<file path="src/reliable_receiver_reorder_buffer_top_assert.svh">
// Assertion macros shared by the reorder buffer RTL.
`ifndef RELIABLE_RECEIVER_REORDER_BUFFER_TOP_ASSERT_SVH
`define RELIABLE_RECEIVER_REORDER_BUFFER_TOP_ASSERT_SVH

// Clocked check that is masked while reset is high.
`define RRRB_ASSERT(label, prop, msg) \
   label: assert property (@(posedge clock) disable iff (reset) prop) else $error(msg);

// Clocked check that also holds during reset.
`define RRRB_ASSERT_ALWAYS(label, prop, msg) \
   label: assert property (@(posedge clock) prop) else $error(msg);

`endif

</file>
<file path="src/rrrb_pkg.sv">
// Shared types and constants of the reorder buffer receiver.
package rrrb_pkg;

   localparam int QUEUE_DEPTH = 16;
   localparam int SLOT_W      = (QUEUE_DEPTH > 1) ? $clog2(QUEUE_DEPTH) : 1;
   localparam int MAX_SEGMENT = 4000;
   localparam int TAG_WIDTH   = 8;
   localparam int SEQ_WIDTH   = 32;
   localparam int SIZE_W      = 12;
   localparam int CMD_W       = 3;
   localparam int KIND_W      = 3;
   localparam int SLOT_DATA_W = SEQ_WIDTH + SIZE_W + TAG_WIDTH;

   localparam logic [CMD_W-1:0] CMD_SYN  = 3'd0;
   localparam logic [CMD_W-1:0] CMD_DATA = 3'd2;
   localparam logic [CMD_W-1:0] CMD_FIN  = 3'd4;

   localparam logic [KIND_W-1:0] K_DELIVER = 3'd0;
   localparam logic [KIND_W-1:0] K_DISCARD = 3'd1;
   localparam logic [KIND_W-1:0] K_SYNACK  = 3'd2;
   localparam logic [KIND_W-1:0] K_ACK     = 3'd3;
   localparam logic [KIND_W-1:0] K_FINACK  = 3'd4;

   typedef enum logic [1:0] {PH_WAIT, PH_DATA, PH_DONE} phase_type;

   typedef enum logic [2:0] {
      OP_NONE, OP_SYNACK, OP_DISCARD_ONLY, OP_DISCARD_ACK, OP_STORE, OP_DELIVER, OP_FIN
   } op_type;

   typedef enum logic [1:0] {B_IDLE, B_ADDR, B_DATA, B_CLOSE} back_state_type;

   typedef enum logic [1:0] {SC_DRAIN, SC_STALE, SC_FIN} scan_mode_type;

   typedef struct packed {
      op_type                 op;
      logic [SEQ_WIDTH-1:0]   seq;
      logic [SIZE_W-1:0]      size;
      logic [TAG_WIDTH-1:0]   tag;
      logic [SLOT_W-1:0]      slot;
      logic                   ovf;
   } entry_type;

   typedef struct packed {
      phase_type              phase;
      logic [SEQ_WIDTH-1:0]   expected;
      logic                   full;
      logic [SLOT_W-1:0]      free_slot;
      logic                   busy;
   } status_type;

   typedef struct packed {
      logic                   valid;
      logic [KIND_W-1:0]      kind;
      logic [SEQ_WIDTH-1:0]   ack;
      logic [TAG_WIDTH-1:0]   tag;
      logic [SIZE_W-1:0]      size;
      logic                   ovf;
      logic                   last;
   } rsp_type;

endpackage

</file>
<file path="src/rrrb_ram.sv">
// Generic single-write, single-read RAM with registered read data.
module rrrb_ram #(
   parameter int WIDTH = 8,
   parameter int DEPTH = 16
) (
   input  logic                                   clock,
   input  logic                                   wr_en,
   input  logic [((DEPTH > 1) ? $clog2(DEPTH) : 1)-1:0] wr_addr,
   input  logic [WIDTH-1:0]                       wr_data,
   input  logic                                   rd_en,
   input  logic [((DEPTH > 1) ? $clog2(DEPTH) : 1)-1:0] rd_addr,
   output logic [WIDTH-1:0]                       rd_data
);

   logic [WIDTH-1:0] mem_ff [DEPTH];
   logic [WIDTH-1:0] rd_data_ff;

   always_ff @(posedge clock) begin
      if (wr_en) begin
         mem_ff[wr_addr] <= wr_data;
      end
      if (rd_en) begin
         rd_data_ff <= mem_ff[rd_addr];
      end
   end

   assign rd_data = rd_data_ff;

endmodule

</file>
<file path="src/rrrb_front.sv">
// Front end: captures a packet beat and classifies it against the receiver state.
module rrrb_front (
   input  logic                           clock,
   input  logic                           reset,
   input  logic                           accept,
   input  logic [rrrb_pkg::CMD_W-1:0]     cmd,
   input  logic [rrrb_pkg::SEQ_WIDTH-1:0] seq_number,
   input  logic [rrrb_pkg::SIZE_W-1:0]    payload_size,
   input  logic [rrrb_pkg::TAG_WIDTH-1:0] payload_tag,
   input  rrrb_pkg::status_type           status,
   output logic                           push,
   output rrrb_pkg::entry_type            entry,
   output logic                           busy
);

   logic                           valid_ff;
   logic [rrrb_pkg::CMD_W-1:0]     cmd_ff;
   logic [rrrb_pkg::SEQ_WIDTH-1:0] seq_ff;
   logic [rrrb_pkg::SIZE_W-1:0]    size_ff;
   logic [rrrb_pkg::TAG_WIDTH-1:0] tag_ff;
   rrrb_pkg::op_type               op;
   logic                           ovf;

   always_ff @(posedge clock) begin
      if (reset) begin
         valid_ff <= 1'b0;
      end else begin
         valid_ff <= accept;
      end
      if (accept) begin
         cmd_ff  <= cmd;
         seq_ff  <= seq_number;
         size_ff <= payload_size;
         tag_ff  <= payload_tag;
      end
   end

   always_comb begin
      op  = rrrb_pkg::OP_NONE;
      ovf = 1'b0;
      case (status.phase)
         rrrb_pkg::PH_WAIT: begin
            if (cmd_ff == rrrb_pkg::CMD_SYN) begin
               op = rrrb_pkg::OP_SYNACK;
            end else if (cmd_ff == rrrb_pkg::CMD_DATA) begin
               op = rrrb_pkg::OP_DISCARD_ONLY;
            end
         end
         rrrb_pkg::PH_DATA: begin
            if (cmd_ff == rrrb_pkg::CMD_FIN) begin
               op = rrrb_pkg::OP_FIN;
            end else if (cmd_ff == rrrb_pkg::CMD_DATA) begin
               if ((size_ff > rrrb_pkg::SIZE_W'(rrrb_pkg::MAX_SEGMENT)) ||
                   (seq_ff < status.expected)) begin
                  op = rrrb_pkg::OP_DISCARD_ACK;
               end else if (seq_ff > status.expected) begin
                  if (status.full) begin
                     op  = rrrb_pkg::OP_DISCARD_ACK;
                     ovf = 1'b1;
                  end else begin
                     op = rrrb_pkg::OP_STORE;
                  end
               end else begin
                  op = rrrb_pkg::OP_DELIVER;
               end
            end
         end
         default: begin
            if (cmd_ff == rrrb_pkg::CMD_DATA) begin
               op = rrrb_pkg::OP_DISCARD_ONLY;
            end
         end
      endcase
   end

   assign push       = valid_ff && (op != rrrb_pkg::OP_NONE);
   assign entry.op   = op;
   assign entry.seq  = seq_ff;
   assign entry.size = size_ff;
   assign entry.tag  = tag_ff;
   assign entry.slot = status.free_slot;
   assign entry.ovf  = ovf;
   assign busy       = valid_ff;

endmodule

</file>
<file path="src/rrrb_queue.sv">
// Two-entry queue of classified commands between the front and back ends.
module rrrb_queue (
   input  logic                clock,
   input  logic                reset,
   input  logic                push,
   input  rrrb_pkg::entry_type push_entry,
   input  logic                pop,
   output logic                not_empty,
   output rrrb_pkg::entry_type head
);

   rrrb_pkg::entry_type entries_ff [2];
   logic                wr_ptr_ff;
   logic                rd_ptr_ff;
   logic [1:0]          count_ff;
   logic [1:0]          count_in;
   logic                do_push;
   logic                do_pop;

   assign do_push = push && (count_ff != 2'd2);
   assign do_pop  = pop && (count_ff != 2'd0);

   always_comb begin
      count_in = count_ff;
      if (do_push && !do_pop) begin
         count_in = count_ff + 2'd1;
      end else if (do_pop && !do_push) begin
         count_in = count_ff - 2'd1;
      end
   end

   always_ff @(posedge clock) begin
      if (reset) begin
         wr_ptr_ff <= 1'b0;
         rd_ptr_ff <= 1'b0;
         count_ff  <= 2'd0;
      end else begin
         if (do_push) begin
            wr_ptr_ff <= ~wr_ptr_ff;
         end
         if (do_pop) begin
            rd_ptr_ff <= ~rd_ptr_ff;
         end
         count_ff <= count_in;
      end
      if (do_push) begin
         entries_ff[wr_ptr_ff] <= push_entry;
      end
   end

   assign not_empty = (count_ff != 2'd0);
   assign head      = entries_ff[rd_ptr_ff];

endmodule

</file>
<file path="src/rrrb_back.sv">
// Back end: executes commands, walks the reorder slots and emits result beats.
module rrrb_back (
   input  logic                clock,
   input  logic                reset,
   input  logic                q_valid,
   input  rrrb_pkg::entry_type q_head,
   output logic                pop,
   output rrrb_pkg::status_type status,
   output rrrb_pkg::rsp_type   rsp
);

   rrrb_pkg::back_state_type       state_ff, state_in;
   rrrb_pkg::scan_mode_type        mode_ff, mode_in;
   rrrb_pkg::phase_type            phase_ff, phase_in;
   logic [rrrb_pkg::SEQ_WIDTH-1:0] exp_ff, exp_in;
   logic [rrrb_pkg::QUEUE_DEPTH-1:0] valid_ff, valid_in;
   logic [rrrb_pkg::SLOT_W-1:0]    idx_ff, idx_in;
   logic                           close_fin_ff, close_fin_in;
   rrrb_pkg::rsp_type              rsp_ff, rsp_in;

   logic                           ram_wr_en;
   logic [rrrb_pkg::SLOT_DATA_W-1:0] ram_wr_data;
   logic                           ram_rd_en;
   logic [rrrb_pkg::SLOT_DATA_W-1:0] ram_rd_data;
   logic [rrrb_pkg::SEQ_WIDTH-1:0] rd_seq;
   logic [rrrb_pkg::SIZE_W-1:0]    rd_size;
   logic [rrrb_pkg::TAG_WIDTH-1:0] rd_tag;
   logic                           scan_end;
   logic                           hit;
   logic [rrrb_pkg::SLOT_W-1:0]    free_slot;

   assign rd_seq   = ram_rd_data[rrrb_pkg::SLOT_DATA_W-1 -: rrrb_pkg::SEQ_WIDTH];
   assign rd_size  = ram_rd_data[rrrb_pkg::TAG_WIDTH +: rrrb_pkg::SIZE_W];
   assign rd_tag   = ram_rd_data[rrrb_pkg::TAG_WIDTH-1:0];
   assign scan_end = (idx_ff == rrrb_pkg::SLOT_W'(rrrb_pkg::QUEUE_DEPTH - 1));

   always_comb begin
      case (mode_ff)
         rrrb_pkg::SC_DRAIN: hit = (rd_seq == exp_ff);
         rrrb_pkg::SC_STALE: hit = (rd_seq < exp_ff);
         default:            hit = 1'b1;
      endcase
   end

   always_comb begin
      free_slot = '0;
      for (int i = rrrb_pkg::QUEUE_DEPTH - 1; i >= 0; i--) begin
         if (!valid_ff[i]) begin
            free_slot = rrrb_pkg::SLOT_W'(i);
         end
      end
   end

   rrrb_ram #(
      .WIDTH(rrrb_pkg::SLOT_DATA_W),
      .DEPTH(rrrb_pkg::QUEUE_DEPTH)
   ) u_slots (
      .clock  (clock),
      .wr_en  (ram_wr_en),
      .wr_addr(q_head.slot),
      .wr_data(ram_wr_data),
      .rd_en  (ram_rd_en),
      .rd_addr(idx_ff),
      .rd_data(ram_rd_data)
   );

   assign ram_wr_data = {q_head.seq, q_head.size, q_head.tag};

   always_comb begin
      state_in = state_ff;
      case (state_ff)
         rrrb_pkg::B_IDLE: begin
            if (q_valid) begin
               if ((q_head.op == rrrb_pkg::OP_DELIVER) || (q_head.op == rrrb_pkg::OP_FIN)) begin
                  state_in = rrrb_pkg::B_ADDR;
               end else if (q_head.op == rrrb_pkg::OP_DISCARD_ACK) begin
                  state_in = rrrb_pkg::B_CLOSE;
               end
            end
         end
         rrrb_pkg::B_ADDR: begin
            if (valid_ff[idx_ff]) begin
               state_in = rrrb_pkg::B_DATA;
            end else if (scan_end && (mode_ff != rrrb_pkg::SC_DRAIN)) begin
               state_in = rrrb_pkg::B_CLOSE;
            end
         end
         rrrb_pkg::B_DATA: begin
            if (scan_end && (mode_ff != rrrb_pkg::SC_DRAIN) ) begin
               state_in = rrrb_pkg::B_CLOSE;
            end else begin
               state_in = rrrb_pkg::B_ADDR;
            end
         end
         rrrb_pkg::B_CLOSE: state_in = rrrb_pkg::B_IDLE;
         default:           state_in = rrrb_pkg::B_IDLE;
      endcase
   end

   always_comb begin
      mode_in      = mode_ff;
      phase_in     = phase_ff;
      exp_in       = exp_ff;
      valid_in     = valid_ff;
      idx_in       = idx_ff;
      close_fin_in = close_fin_ff;
      rsp_in       = '0;
      pop          = 1'b0;
      ram_wr_en    = 1'b0;
      ram_rd_en    = 1'b0;
      case (state_ff)
         rrrb_pkg::B_IDLE: begin
            if (q_valid) begin
               pop = 1'b1;
               case (q_head.op)
                  rrrb_pkg::OP_SYNACK: begin
                     rsp_in.valid = 1'b1;
                     rsp_in.kind  = rrrb_pkg::K_SYNACK;
                     rsp_in.ack   = exp_ff;
                     rsp_in.last  = 1'b1;
                     phase_in     = rrrb_pkg::PH_DATA;
                  end
                  rrrb_pkg::OP_DISCARD_ONLY: begin
                     rsp_in.valid = 1'b1;
                     rsp_in.kind  = rrrb_pkg::K_DISCARD;
                     rsp_in.tag   = q_head.tag;
                     rsp_in.last  = 1'b1;
                  end
                  rrrb_pkg::OP_DISCARD_ACK: begin
                     rsp_in.valid = 1'b1;
                     rsp_in.kind  = rrrb_pkg::K_DISCARD;
                     rsp_in.tag   = q_head.tag;
                     rsp_in.ovf   = q_head.ovf;
                     close_fin_in = 1'b0;
                  end
                  rrrb_pkg::OP_STORE: begin
                     ram_wr_en              = 1'b1;
                     valid_in[q_head.slot]  = 1'b1;
                     rsp_in.valid           = 1'b1;
                     rsp_in.kind            = rrrb_pkg::K_ACK;
                     rsp_in.ack             = exp_ff;
                     rsp_in.last            = 1'b1;
                  end
                  rrrb_pkg::OP_DELIVER: begin
                     rsp_in.valid = 1'b1;
                     rsp_in.kind  = rrrb_pkg::K_DELIVER;
                     rsp_in.tag   = q_head.tag;
                     rsp_in.size  = q_head.size;
                     exp_in       = exp_ff + rrrb_pkg::SEQ_WIDTH'(q_head.size);
                     idx_in       = '0;
                     mode_in      = rrrb_pkg::SC_DRAIN;
                     close_fin_in = 1'b0;
                  end
                  rrrb_pkg::OP_FIN: begin
                     idx_in       = '0;
                     mode_in      = rrrb_pkg::SC_FIN;
                     close_fin_in = 1'b1;
                  end
                  default: begin
                  end
               endcase
            end
         end
         rrrb_pkg::B_ADDR: begin
            if (valid_ff[idx_ff]) begin
               ram_rd_en = 1'b1;
            end else if (scan_end) begin
               idx_in = '0;
               if (mode_ff == rrrb_pkg::SC_DRAIN) begin
                  mode_in = rrrb_pkg::SC_STALE;
               end
            end else begin
               idx_in = idx_ff + rrrb_pkg::SLOT_W'(1);
            end
         end
         rrrb_pkg::B_DATA: begin
            if (hit) begin
               valid_in[idx_ff] = 1'b0;
               rsp_in.valid     = 1'b1;
               rsp_in.tag       = rd_tag;
               if (mode_ff == rrrb_pkg::SC_DRAIN) begin
                  rsp_in.kind = rrrb_pkg::K_DELIVER;
                  rsp_in.size = rd_size;
                  exp_in      = exp_ff + rrrb_pkg::SEQ_WIDTH'(rd_size);
               end else begin
                  rsp_in.kind = rrrb_pkg::K_DISCARD;
               end
            end
            if (hit && (mode_ff == rrrb_pkg::SC_DRAIN)) begin
               idx_in = '0;
            end else if (scan_end) begin
               idx_in = '0;
               if (mode_ff == rrrb_pkg::SC_DRAIN) begin
                  mode_in = rrrb_pkg::SC_STALE;
               end
            end else begin
               idx_in = idx_ff + rrrb_pkg::SLOT_W'(1);
            end
         end
         rrrb_pkg::B_CLOSE: begin
            rsp_in.valid = 1'b1;
            rsp_in.ack   = exp_ff;
            rsp_in.last  = 1'b1;
            if (close_fin_ff) begin
               rsp_in.kind = rrrb_pkg::K_FINACK;
               phase_in    = rrrb_pkg::PH_DONE;
            end else begin
               rsp_in.kind = rrrb_pkg::K_ACK;
            end
         end
         default: begin
         end
      endcase
   end

   always_ff @(posedge clock) begin
      if (reset) begin
         state_ff     <= rrrb_pkg::B_IDLE;
         mode_ff      <= rrrb_pkg::SC_DRAIN;
         phase_ff     <= rrrb_pkg::PH_WAIT;
         exp_ff       <= '0;
         valid_ff     <= '0;
         idx_ff       <= '0;
         close_fin_ff <= 1'b0;
         rsp_ff       <= '0;
      end else begin
         state_ff     <= state_in;
         mode_ff      <= mode_in;
         phase_ff     <= phase_in;
         exp_ff       <= exp_in;
         valid_ff     <= valid_in;
         idx_ff       <= idx_in;
         close_fin_ff <= close_fin_in;
         rsp_ff       <= rsp_in;
      end
   end

   assign status.phase     = phase_ff;
   assign status.expected  = exp_ff;
   assign status.full      = &valid_ff;
   assign status.free_slot = free_slot;
   assign status.busy      = (state_ff != rrrb_pkg::B_IDLE);
   assign rsp              = rsp_ff;

endmodule

</file>
<file path="src/reliable_receiver_reorder_buffer_top.sv">
// Top level of the reorder buffer receiver: front end, command queue and back end.
//
//   channel   ports                         handshake
//   request   req_cmd/seq_number/size/tag   start high and busy low
//   response  rsp_kind/ack/tag/size/ovf/last rsp_valid only, no ready
//
// A packet is registered in the front end, queued, then run by the back end.
// Simple packets need no slot walk; a delivery or FIN walks the 16 slots, each in B_ADDR
// and a valid one also in B_DATA through the slot RAM read port, restarting after each drain hit.
// Reset is synchronous and clears the phase, the expected index and all slot valid bits.
// busy stays high until the last response beat of a packet has been issued.
// The response side cannot stall; each beat is shown for exactly one cycle.
module reliable_receiver_reorder_buffer_top (
   input  logic                           clock,
   input  logic                           reset,
   input  logic                           start,
   output logic                           busy,
   input  logic [rrrb_pkg::CMD_W-1:0]     req_cmd,
   input  logic [rrrb_pkg::SEQ_WIDTH-1:0] req_seq_number,
   input  logic [rrrb_pkg::SIZE_W-1:0]    req_payload_size,
   input  logic [rrrb_pkg::TAG_WIDTH-1:0] req_payload_tag,
   output logic                           rsp_valid,
   output logic [rrrb_pkg::KIND_W-1:0]    rsp_kind,
   output logic [rrrb_pkg::SEQ_WIDTH-1:0] rsp_ack_number,
   output logic [rrrb_pkg::TAG_WIDTH-1:0] rsp_out_tag,
   output logic [rrrb_pkg::SIZE_W-1:0]    rsp_out_size,
   output logic                           rsp_overflow,
   output logic                           rsp_last
);

`include "reliable_receiver_reorder_buffer_top_assert.svh"

   logic                 accept;
   logic                 push;
   logic                 pop;
   logic                 q_valid;
   logic                 front_busy;
   rrrb_pkg::entry_type  push_entry;
   rrrb_pkg::entry_type  q_head;
   rrrb_pkg::status_type status;
   rrrb_pkg::rsp_type    rsp;

   assign accept = start && !busy;
   assign busy   = front_busy || q_valid || status.busy;

   rrrb_front u_front (
      .clock       (clock),
      .reset       (reset),
      .accept      (accept),
      .cmd         (req_cmd),
      .seq_number  (req_seq_number),
      .payload_size(req_payload_size),
      .payload_tag (req_payload_tag),
      .status      (status),
      .push        (push),
      .entry       (push_entry),
      .busy        (front_busy)
   );

   rrrb_queue u_queue (
      .clock     (clock),
      .reset     (reset),
      .push      (push),
      .push_entry(push_entry),
      .pop       (pop),
      .not_empty (q_valid),
      .head      (q_head)
   );

   rrrb_back u_back (
      .clock  (clock),
      .reset  (reset),
      .q_valid(q_valid),
      .q_head (q_head),
      .pop    (pop),
      .status (status),
      .rsp    (rsp)
   );

   assign rsp_valid      = rsp.valid;
   assign rsp_kind       = rsp.kind;
   assign rsp_ack_number = rsp.ack;
   assign rsp_out_tag    = rsp.tag;
   assign rsp_out_size   = rsp.size;
   assign rsp_overflow   = rsp.ovf;
   assign rsp_last       = rsp.last;

   `RRRB_ASSERT(a_accept_busy, (start && !busy) |=> busy, "busy low after an accepted beat")
   `RRRB_ASSERT_ALWAYS(a_last_valid, rsp_last |-> rsp_valid, "last flag without a response")
   `RRRB_ASSERT(a_ovf_discard, rsp_overflow |-> (rsp_kind == rrrb_pkg::K_DISCARD), "overflow on non-discard")

endmodule
</file>
<file path="config.mk">
export PLATFORM = sky130hd
export DESIGN_NAME = reliable_receiver_reorder_buffer_top
export DESIGN_NICKNAME = d
export VERILOG_FILES = /design/src/rrrb_pkg.sv /design/src/rrrb_ram.sv /design/src/rrrb_front.sv /design/src/rrrb_queue.sv /design/src/rrrb_back.sv /design/src/reliable_receiver_reorder_buffer_top.sv
export VERILOG_INCLUDE_DIRS = /design/src /design/src/src
export SDC_FILE = /design/constraint.sdc
export NUM_CORES = 1
export LEC_CHECK = 0
export BUFFER_PORTS_ARGS = -buffer_cell sky130_fd_sc_hd__buf_2
export CAP_MARGIN = 5
export CORE_UTILIZATION = 62
export DETAILED_ROUTE_END_ITERATION = 7
export PLACE_DENSITY_LB_ADDON = 0.12
export SKIP_LAST_GASP = 1
export SLEW_MARGIN = 20
export SYNTH_ARGS = -nofsm -noshare
export SYNTH_HDL_FRONTEND = slang
export SYNTH_SLANG_ARGS = --single-unit
export TNS_END_PERCENT = 5
</file>
<file path="constraint.sdc">
create_clock -name clock -period 6.8 [get_ports clock]
set_clock_uncertainty 0.2 [all_clocks]
set_input_delay 0.34 -clock clock [delete_from_list [all_inputs] [get_ports clock]]
set_output_delay 0.34 -clock clock [all_outputs]
set_load 0.05 [all_outputs]
</file>
* Word-level counts from Yosys, hierarchy flattened *
Memories as Yosys holds them, arrays and structs flattened. A register that Yosys moved wholly into a read port is not among the register bits.
Cells that the tools add are included.

word-level totals
  register bits = 177
  memory bits (writable) = 952
  input port bits = 58
  output and inout port bits = 59
  logic and storage cells = 221
  memories = 2

memory list
  name                   depth  bits a word  read ports  clocked after memory_dff  write ports  line              text
  u_back.u_slots.mem_ff  16     52           1           1                         1            rrrb_ram.sv:15    logic [WIDTH-1:0] mem_ff [DEPTH];
  u_queue.entries_ff     2      60           1           1                         1            rrrb_queue.sv:12  rrrb_pkg::entry_type entries_ff [2];

operators by class
  add/sub/neg operators = 5
  order comparisons = 8
  eq/ne operators = 29
  mux-type cells = 102
  bitwise gates (word level) = 8
  reductions and logical operators = 45

operator list
  operator                              number
  two-way mux 32 bit                    5
  case mux 32 bit (2 select lines)      2
  two-way mux 4 bit                     22
  adder 32 x 12 -> 32 bit               2
  less-than comparator 32 bit           2
  two-way mux 58 bit                    1
  two-way mux 16 bit                    3
  case mux 20 bit (2 select lines)      1
  two-way mux 2 bit                     17
  == test 32 bit                        1
  greater-than comparator 32 bit        1
  case mux 16 bit (2 select lines)      1
  two-way mux 1 bit                     25
  two-way mux 12 bit                    2
  case mux 4 bit (3 select lines)       2
  two-way mux 3 bit                     7
  two-way mux 20 bit                    1
  AND 16 bit                            1
  inverter 16 bit                       1
  OR 16 bit                             1
  case mux 4 bit (4 select lines)       1
  AND reduction 16 bit                  1
  != test 2 bit, second input constant  7
  nonzero test 2 bit                    7
  other kinds (35)                      83

* Logic depth before layout (Yosys ltp) *
Gate-level depths: netlist of the first run.

  depth in word-level cells = 16
  mapped depth = 16
  gate-level depth less buffers = 15

* Hierarchy *
Synthesis of the first run repeated with hierarchy kept, for this count alone.

unflattened totals
  cell total of the unflattened synthesis = 2,511
  area total of the unflattened synthesis = 46,382.0 sq um

by module, submodules not included
  module                                times used  cells each  area an instance (sq um)  seq. area each (sq um)
  rrrb_ram                              1           1,344       32,736.4                  26,545.5
  rrrb_back                             1           752         6,408.6                   2,342.2
  rrrb_queue                            1           213         4,534.3                   3,703.6
  rrrb_front                            1           200         2,687.6                   1,671.6
  reliable_receiver_reorder_buffer_top  1           2           15.0                      0.0

* Worst setup path before layout of the first run *
No wires, ideal clock.

  path type = register to register
  start = register u_front.cmd_ff[1] (netlist bit)
  end = memory u_queue.entries_ff[0][0] (netlist bit) (enable)
  library setup time = 0.485 ns
  arrival = 4.055 ns
  data required time = 6.115 ns
  slack = 2.060 ns
  cell stages (with the launch flop) = 6
  buffers on the path = 0
  period minus slack after synthesis = 4.740 ns
  cells stage by stage = edfxtp_1 -> nand2b_1 -> mux2i_1 -> a21oi_1 -> nor4b_1 -> nor2b_1

between the ends
  word-level cells in the longest chain between the ends = 9
  elaborated cells between the ends (all ways) = 13
  classes of those cells = eq/ne (2); mux (7); reduce/logical (4)

RTL lines
  item                                                           line                                                  text
  from (decl)                                                    rrrb_front.sv:17                                      logic [rrrb_pkg::CMD_W-1:0] cmd_ff;
  from (signal assigned)                                         rrrb_front.sv:31                                      cmd_ff <= cmd;
  == test 3 x 2 -> 1 bit                                         rrrb_front.sv:45, rrrb_front.sv:52, rrrb_front.sv:69
  two-way mux 3 bit / two-way mux 2 bit (equally long branches)  rrrb_front.sv:52, rrrb_front.sv:45, rrrb_front.sv:69
  two-way mux 3 bit (on tied branches)                           rrrb_front.sv:50, rrrb_front.sv:43
  case mux 3 bit (2 select lines) *                              rrrb_front.sv:41                                      case (status.phase)
  nonzero test 3 bit *                                           rrrb_front.sv:76                                      assign push = valid_ff && (op != rrrb_pkg::OP_NONE);
  logical AND 1 bit *                                            rrrb_front.sv:76
  logical AND 1 bit *                                            rrrb_queue.sv:20                                      assign do_push = push && (count_ff != 2'd2);
  via u_queue.do_push                                            rrrb_queue.sv:17                                      logic do_push;
  two-way mux 1 bit *                                            rrrb_queue.sv:46                                      if (do_push) begin
  two-way mux 1 bit (implied by the code) *                      rrrb_queue.sv:47                                      entries_ff[wr_ptr_ff] <= push_entry;
  to (decl)                                                      rrrb_queue.sv:12

The timed path passes the listed nets; every way through them passes the cells marked *.

* Worst setup path after layout of the first run *
  start = register u_back.state_ff[0]
  end = register u_back.exp_ff[31] (netlist bit)

between the ends
  word-level cells in the longest chain between the ends = 3
  elaborated cells between the ends (all ways) = 9
  classes of those cells = eq/ne (5); mux (1); reduce/logical (3)

RTL lines
  item                                                            line              text
  from (decl)                                                     rrrb_back.sv:12   rrrb_pkg::back_state_type state_ff, state_in;
  from (signal assigned)                                          rrrb_back.sv:218  state_ff <= rrrb_pkg::B_IDLE;
  from (signal assigned)                                          rrrb_back.sv:227  state_ff <= state_in;
  == test 2 bit / zero test 2 bit (equally long branches)         rrrb_back.sv:111  case (state_ff)
  != test 2 x 1 -> 1 bit (no line), or another cell as far along  n/a
  AND reduction 5 bit (no line)                                   n/a
  to (signal assigned)                                            rrrb_back.sv:230  exp_ff <= exp_in;
  to (decl)                                                       rrrb_back.sv:15   logic [rrrb_pkg::SEQ_WIDTH-1:0] exp_ff, exp_in;

Several ways; a longest one is shown, not always the timed one.
A chain may end at the register's enable or synchronous reset.

==> results of run 1 <==
worst max-delay path, delay by kind of cell, from the launching register on:
family / cells / cell delay [ns]
AO/OA/AOI/OAI: 5 / 1.39
buffers and inverters: 3 / 0.80
multiplexers: 2 / 0.79
adder cells (fa/ha/maj): 2 / 0.66
AND/OR/NAND/NOR: 2 / 0.49
flip-flops: 1 / 0.35
kinds of logic (layout without fill, tap and decap cells):
| family | count (synthesis) | after routing | share of synthesized area (%) |
|---|---|---|---|
| other cells | 0 | 1 | 0 |
| simple gates | 339 | 339 | 3.791 |
| fa+ha+maj | 87 | 87 | 2.373 |
| buf+inv | 167 | 502 | 1.366 |
| mux | 337 | 337 | 14.66 |
| flops | 1182 | 1182 | 74.20 |
| xor+xnor | 24 | 24 | 0.4552 |
| compound gates | 222 | 222 | 3.157 |
state kept, by name, summed over array words and instances (netlist names), named ones only:
| register | cells |
|---|---|
| u_back.close_fin_ff | 1 |
| u_back.exp_ff | 32 |
| u_back.idx_ff | 4 |
| u_back.mode_ff | 2 |
| u_back.phase_ff | 2 |
| u_back.rsp | 58 |
| u_back.state_ff | 2 |
| u_back.u_slots.mem_ff | 832 |
| u_back.u_slots.rd_data | 52 |
| u_back.valid_ff | 16 |
| u_front.busy | 1 |
| u_front.cmd_ff | 3 |
| u_front.seq_ff | 32 |
| u_front.size_ff | 12 |
| u_front.tag_ff | 8 |
| u_queue.count_ff | 2 |
| u_queue.entries_ff | 120 |
| u_queue.rd_ptr_ff | 1 |
| u_queue.wr_ptr_ff | 1 |
cells in the mapped netlist (all sizes together) (16+ instances only):
| cell | number | area [um^2] |
|---|---|---|
| a211oi | 16 | 125.1 |
| a21o | 16 | 120.1 |
| a21oi | 70 | 350.3 |
| buf | 28 | 108.9 |
| clkbuf | 75 | 281.5 |
| dfxtp | 123 | 2462 |
| edfxtp | 1059 | 31800 |
| ha | 86 | 1076 |
| inv | 63 | 236.5 |
| mux2 | 66 | 743.2 |
| mux4 | 265 | 5968 |
| nand2 | 67 | 251.5 |
| nand3 | 29 | 150.1 |
| nand4 | 25 | 162.6 |
| nor2 | 87 | 326.6 |
| nor3 | 20 | 100.1 |
| nor4 | 37 | 231.5 |
| o21ai | 38 | 190.2 |
| xnor2 | 18 | 157.7 |
what timing repair did:
action,in CTS,in global routing
setup endpoints to repair,0,0
hold buffers,57,0
hold endpoints to repair,67,0
gates resized for setup,0,0
per-stage QoR:
stage / instance area, um^2 / setup slack, ns / utilization, % / power [mW] / hold slack (ns)
2_1_floorplan: 46180 / 2.060 / - / 10.39 / 0.2215
3_3_place_gp: 48090 / 2.251 / 65.59 / 11.26 / 0.2319
3_5_place_dp: 48160 / 2.078 / 65.68 / 11.37 / 0.2402
4_1_cts: 52490 / 2.076 / 71.58 / 17.58 / 0.1316
5_1_grt: 52550 / 1.739 / 71.67 / 18.07 / 0.1398
6_report: 52560 / 2.004 / 71.67 / 17.56 / 0.1679
layer usage:
layer  part of all wire (%)  vias up  global-route usage [%]
li1                       -    10132                       -
met1                     41    12849                   48.18
met2                     46     1570                   46.11
met3                     11      182                   6.441
met4                    2.3        4                   7.706
met5                  0.023        -                       0
final cells by class:
type	count	area, um^2	share of cell area (%)
antenna	1	2.502	0.004761
clock inverter	65	611.8	1.164
clock buffer	151	3148	5.990
sequential	1182	34280	65.23
multi-input combinational	1009	11460	21.81
tap	959	1200	2.283
timing repair buffer	222	1612	3.066
inverter	64	240.2	0.4571
final timing paths:
check | from | end | slack (ns) | cells after the start
hold / removal | req_payload_size[1] | u_front.size_ff[1] | 0.17 | 2
hold reg to reg | u_front.tag_ff[2] | u_queue.entries_ff[1][7] | 0.26 | 0
setup reg to reg | u_back.state_ff[0] | u_back.exp_ff[31] | 2.00 | 14
setup / recovery | u_back.state_ff[0] | u_back.exp_ff[31] | 2.00 | 14
report_power, final:
part	internal [mW]	leakage [nW]	switching (mW)
Combinational	0.741	4.39	1.69
Clock	3.58	1.86	2.68
Sequential	8.62	10.5	0.251
Total	12.9	16.8	4.62
==> results.py, run 1 <==
metrics = {
    "synthesis": {
        "synth_ff_type": "edfxtp_1",
        "synth_area_per_cell_um2": 19.58,
        "ys_warn_count": 0,
        "yosysUniqueCellTypes": 72,
        "synth_edf_count": 1059,
        "synth_area_um2": 46180,
        "ys_ff_latch": 1182,
        "netlist_instances": 2358,
        "async_reset_ff_share_pct": 0,
        "synth_nets": 2503,
        "seq_area_frac_synth_pct": 74.20,
    },
    "cells_and_area": {
        "final_cell_mix": "edfxtp_1 (1059), mux4_2 (265), clkbuf_16 (119)",
        "area_growth_pct": 13.81,
        "final_common_cell": "edfxtp_1",
        "finalNetCount": 2738,
        "stdcell_count": 3653,
        "n_fill_cell": 4304,
        "drive_gt1_share_pct": 26.59,
    },
    "floorplan": {
        "coreArea_um2": 73330,
        "die-area_um2": 75580,
        "ios": 117,
        "rows": 99,
        "start_util_pct": 62.97,
        "dieHeight_um": 274.9,
        "fp.dieW_um": 274.9,
    },
    "setup_path": {
        "crit_fanout": 17,
        "slowest_delay_ns": 0.60,
        "arrival_ns": 5.15,
        "crit_required_ns": 7.16,
        "crit_chain": "inv_1 > ha_1 > clkinv_1 > mux2i_1 > inv_1 > ha_1 > a21oi_1 > o211ai_1 > a2111o_1 > a31oi_1 > o21ai_0 > nor2_1 > or4_1 > mux2_2",
        "worstSetupEndpointType": "flip-flop",
        "worstSetupPathType": "reg -> reg",
        "critPathLaunchType": "flip-flop",
        "cp_slowest_cell": "clkinv_1",
    },
    "timing": {
        "fin_crit_ns": 4.796,
        "final.period_utilization_pct": 70.53,
        "maxSlewHeadroom_pct": 22.89,
        "finalSetupViolations": 0,
        "hold_violations": 0,
        "rsz0062_at_grt": "false",
        "clock.fmax_mhz": 208.5,
        "fin_tns_setup_ns": 0,
        "slew_violations": 0,
        "max_slew.worst_pin.slew_ns": 1.157,
    },
    "placement": {
        "finalWeightedCongestion": 0.9241,
        "place_hpwl_um": 72540,
        "io_buffers": 116,
        "place_inst": 3377,
    },
    "detailed_routing": {
        "vias": 24737,
        "wirelength_um": 115200,
        "via_per_inst": 6.772,
        "firstDrtPassIters": 8,
        "wl_per_cell_um": 31.53,
        "drt_iter0_markers": 3573,
        "drc": 12,
        "final_antenna_net_count": 0,
    },
    "global_route": {
        "grt_pass1_wl_um": 166000,
        "grt_max_degree": 89,
        "antenna_found_initial": 7,
        "grt_pass1_vias": 23986,
        "track_usage_pct": 31.12,
        "grt_overflow": 0,
    },
    "clock_tree": {
        "post_cts_buffers": 0,
        "clock-sinks": 1182,
        "clk_latency_ns": 0.69,
        "clkSlewWorstSetupHoldPaths_ns": 0.06,
        "cts_buffer_depth": 3,
        "htreeDepth": 3,
        "tritoncts": "yes",
        "cts-root-buf": "clkbuf_16",
        "numCtsBuffers": 114,
    },
    "pwr": {
        "power_density_nw_per_um2": 334.2,
        "p_leak_nw": 16.77,
        "vdd_drop_max_mv": 0.2375,
    },
    "hold_path": {
        "hp-class": "in -> reg",
    },
    "status": {
        "status": "finished with violations",
        "violations": "design-rule violations",
    },
    "job": {
        "maxCapViolations": 0,
    },
}
No activity file was read; power rests on OpenSTA's default activity.
==> run 2: changes to the inputs <==
==> constraint.sdc (replaced) <==
create_clock -name clock -period 4.8 [get_ports clock]
set_clock_uncertainty 0.2 [all_clocks]
set_input_delay 0.24 -clock clock [delete_from_list [all_inputs] [get_ports clock]]
set_output_delay 0.24 -clock clock [all_outputs]
set_load 0.05 [all_outputs]
==> run 2 against run 1 <==
Against the previous run:
- the flow still finishes with violations (design-rule violations)
- largest power group unchanged
- critical path type unchanged
- fmax is 17% higher
- sequential share of layout area is 0.30 points lower
- sequential power is 41% higher
==> results.py, run 2 (same netlist as run 1, synthesis figures left out) <==
metrics = {
    "timing": {
        "clock.fmax_mhz": 243.8,
        "slew_violations": 0,
        "holdWs_ns": 0.08086,
        "finalSetupViolations": 0,
        "fin_crit_ns": 4.102,
        "max_slew.worst_pin.slew_ns": 1.156,
        "fin_tns_setup_ns": 0,
        "maxSlewHeadroom_pct": 22.92,
        "hold_violations": 0,
        "rsz0062_at_grt": "false",
        "final.period_utilization_pct": 85.45,
    },
    "job": {
        "maxCapViolations": 0,
    },
    "detailed_routing": {
        "wirelength_um": 112000,
        "drc": 12,
        "wl_per_cell_um": 30.52,
        "via_per_inst": 6.602,
        "final_antenna_net_count": 0,
        "vias": 24223,
        "drt_iter0_markers": 2971,
        "firstDrtPassIters": 7,
    },
    "clock_tree": {
        "cts-root-buf": "clkbuf_16",
        "tritoncts": "yes",
        "cts_buffer_depth": 3,
        "numCtsBuffers": 111,
        "clk_latency_ns": 0.67,
        "clock-sinks": 1182,
        "clkSlewWorstSetupHoldPaths_ns": 0.07,
        "htreeDepth": 3,
        "cts.repair.resized": 0,
    },
    "global_route": {
        "antenna_found_initial": 1,
        "grt_max_degree": 97,
        "grt_overflow": 0,
        "grt_pass1_vias": 24321,
        "track_usage_pct": 30.28,
        "grt_pass1_wl_um": 161300,
    },
    "pwr": {
        "p_leak_nw": 16.88,
        "p_int_mw": 18.57,
        "p_clk_share_pct": 36.4,
        "p_sw_mw": 6.273,
        "vdd_drop_max_mv": 0.3805,
        "p_sw_share_pct": 25.25,
        "power_density_nw_per_um2": 470.4,
        "p_seq_share_pct": 50.3,
        "combPwrFrac_pct": 13.3,
    },
    "cells_and_area": {
        "largest_register_ffs": 832,
        "final_common_cell": "edfxtp_1",
        "drive_gt1_share_pct": 27.17,
        "area_growth_pct": 14.34,
        "final_cell_mix": "edfxtp_1 (1059), mux4_2 (265), dfxtp_1 (118)",
        "largest_register": "u_back.u_slots.mem_ff",
        "finalNetCount": 2756,
        "finish.utilization_pct": 72.01,
    },
    "placement": {
        "finalWeightedCongestion": 0.8937,
        "place_hpwl_um": 63610,
        "io_buffers": 116,
    },
    "setup_path": {
        "ff2ff_setup_slack_ns": 0.70,
        "cp_slowest_cell": "a2111o_1",
        "slowest_delay_ns": 0.42,
        "crit_required_ns": 5.15,
        "arrival_ns": 4.45,
        "crit_chain": "inv_1 > ha_1 > clkinv_1 > mux2i_1 > inv_1 > ha_1 > a21oi_1 > o211ai_1 > a2111o_1 > a31oi_1 > o21ai_0 > nor2_1 > or4_1 > mux2_2",
        "critPathTopFamily": "compound AO/OA/AOI/OAI gates",
        "critPathLaunchType": "flip-flop",
        "worstSetupPathType": "reg -> reg",
        "critical_path_buf_inv_count": 3,
        "crit_fanout": 7,
        "worstSetupEndpointType": "flip-flop",
    },
    "floorplan": {
        "die-area_um2": 75580,
        "fp.dieW_um": 274.9,
        "ios": 117,
        "start_util_pct": 62.97,
        "coreArea_um2": 73330,
        "dieHeight_um": 274.9,
        "rows": 99,
    },
    "status": {
        "status": "finished with violations",
        "violations": "design-rule violations",
    },
    "hold_path": {
        "hp-class": "in -> reg",
    },
}
-- run 2: worst paths after layout --
check                                   end  depth (start not counted)                 from
setup / recovery          u_back.exp_ff[31]                         14   u_back.state_ff[0]
hold / removal           u_front.size_ff[2]                          2  req_payload_size[2]
setup reg to reg          u_back.exp_ff[31]                         14   u_back.state_ff[0]
hold reg to reg   u_queue.entries_ff[0][12]                          0    u_front.tag_ff[7]
-- run 2: cell type report --
type                       instances  area [um^2]
timing repair buffer             243         1833
clock inverter                    62        644.4
fill                            4341        20530
inverter                          64        240.2
tap                              959         1200
multi-input combinational       1009        11430
clock buffer                     149         3168
sequential                      1182        34280
antenna                            1        2.502
-- run 2: metrics by stage --
stage	cells	instance area [um^2]	total power [mW]	setup slack, ns
finish	3669	52800	24.84	0.6983
global route	3668	52800	25.57	0.4483
global placement	3400	48410	15.75	0.8172
CTS	3668	52790	24.87	0.6958
detailed placement	3400	48410	15.91	0.7219
floorplan	2358	46180	14.73	0.05991
-- run 2: timing repair --
action                                  4_1_cts  5_1_grt
hold endpoints to repair                     60        0
setup buffers                                 0        0
endpoints found under the setup margin        0        0
hold buffers                                 57        0
-- run 2: power groups by stage --
stage,logic (mW),clock network (mW),registers [mW]
3_3_place_gp,3.06,0,12.7
4_1_cts,3.26,9.12,12.5
6_report,3.30,9.04,12.5
5_1_grt,3.54,9.52,12.5
2_1_floorplan,2.14,0,12.6
3_5_place_dp,3.21,0,12.7
-- run 2: per-layer routing --
layer | share of wire, % | global-route usage (%)
met4 | 2.7 | 9.610
met3 | 8.8 | 5.394
met2 | 49 | 48.63
met1 | 39 | 42.95
met5 | 0.012 | 0
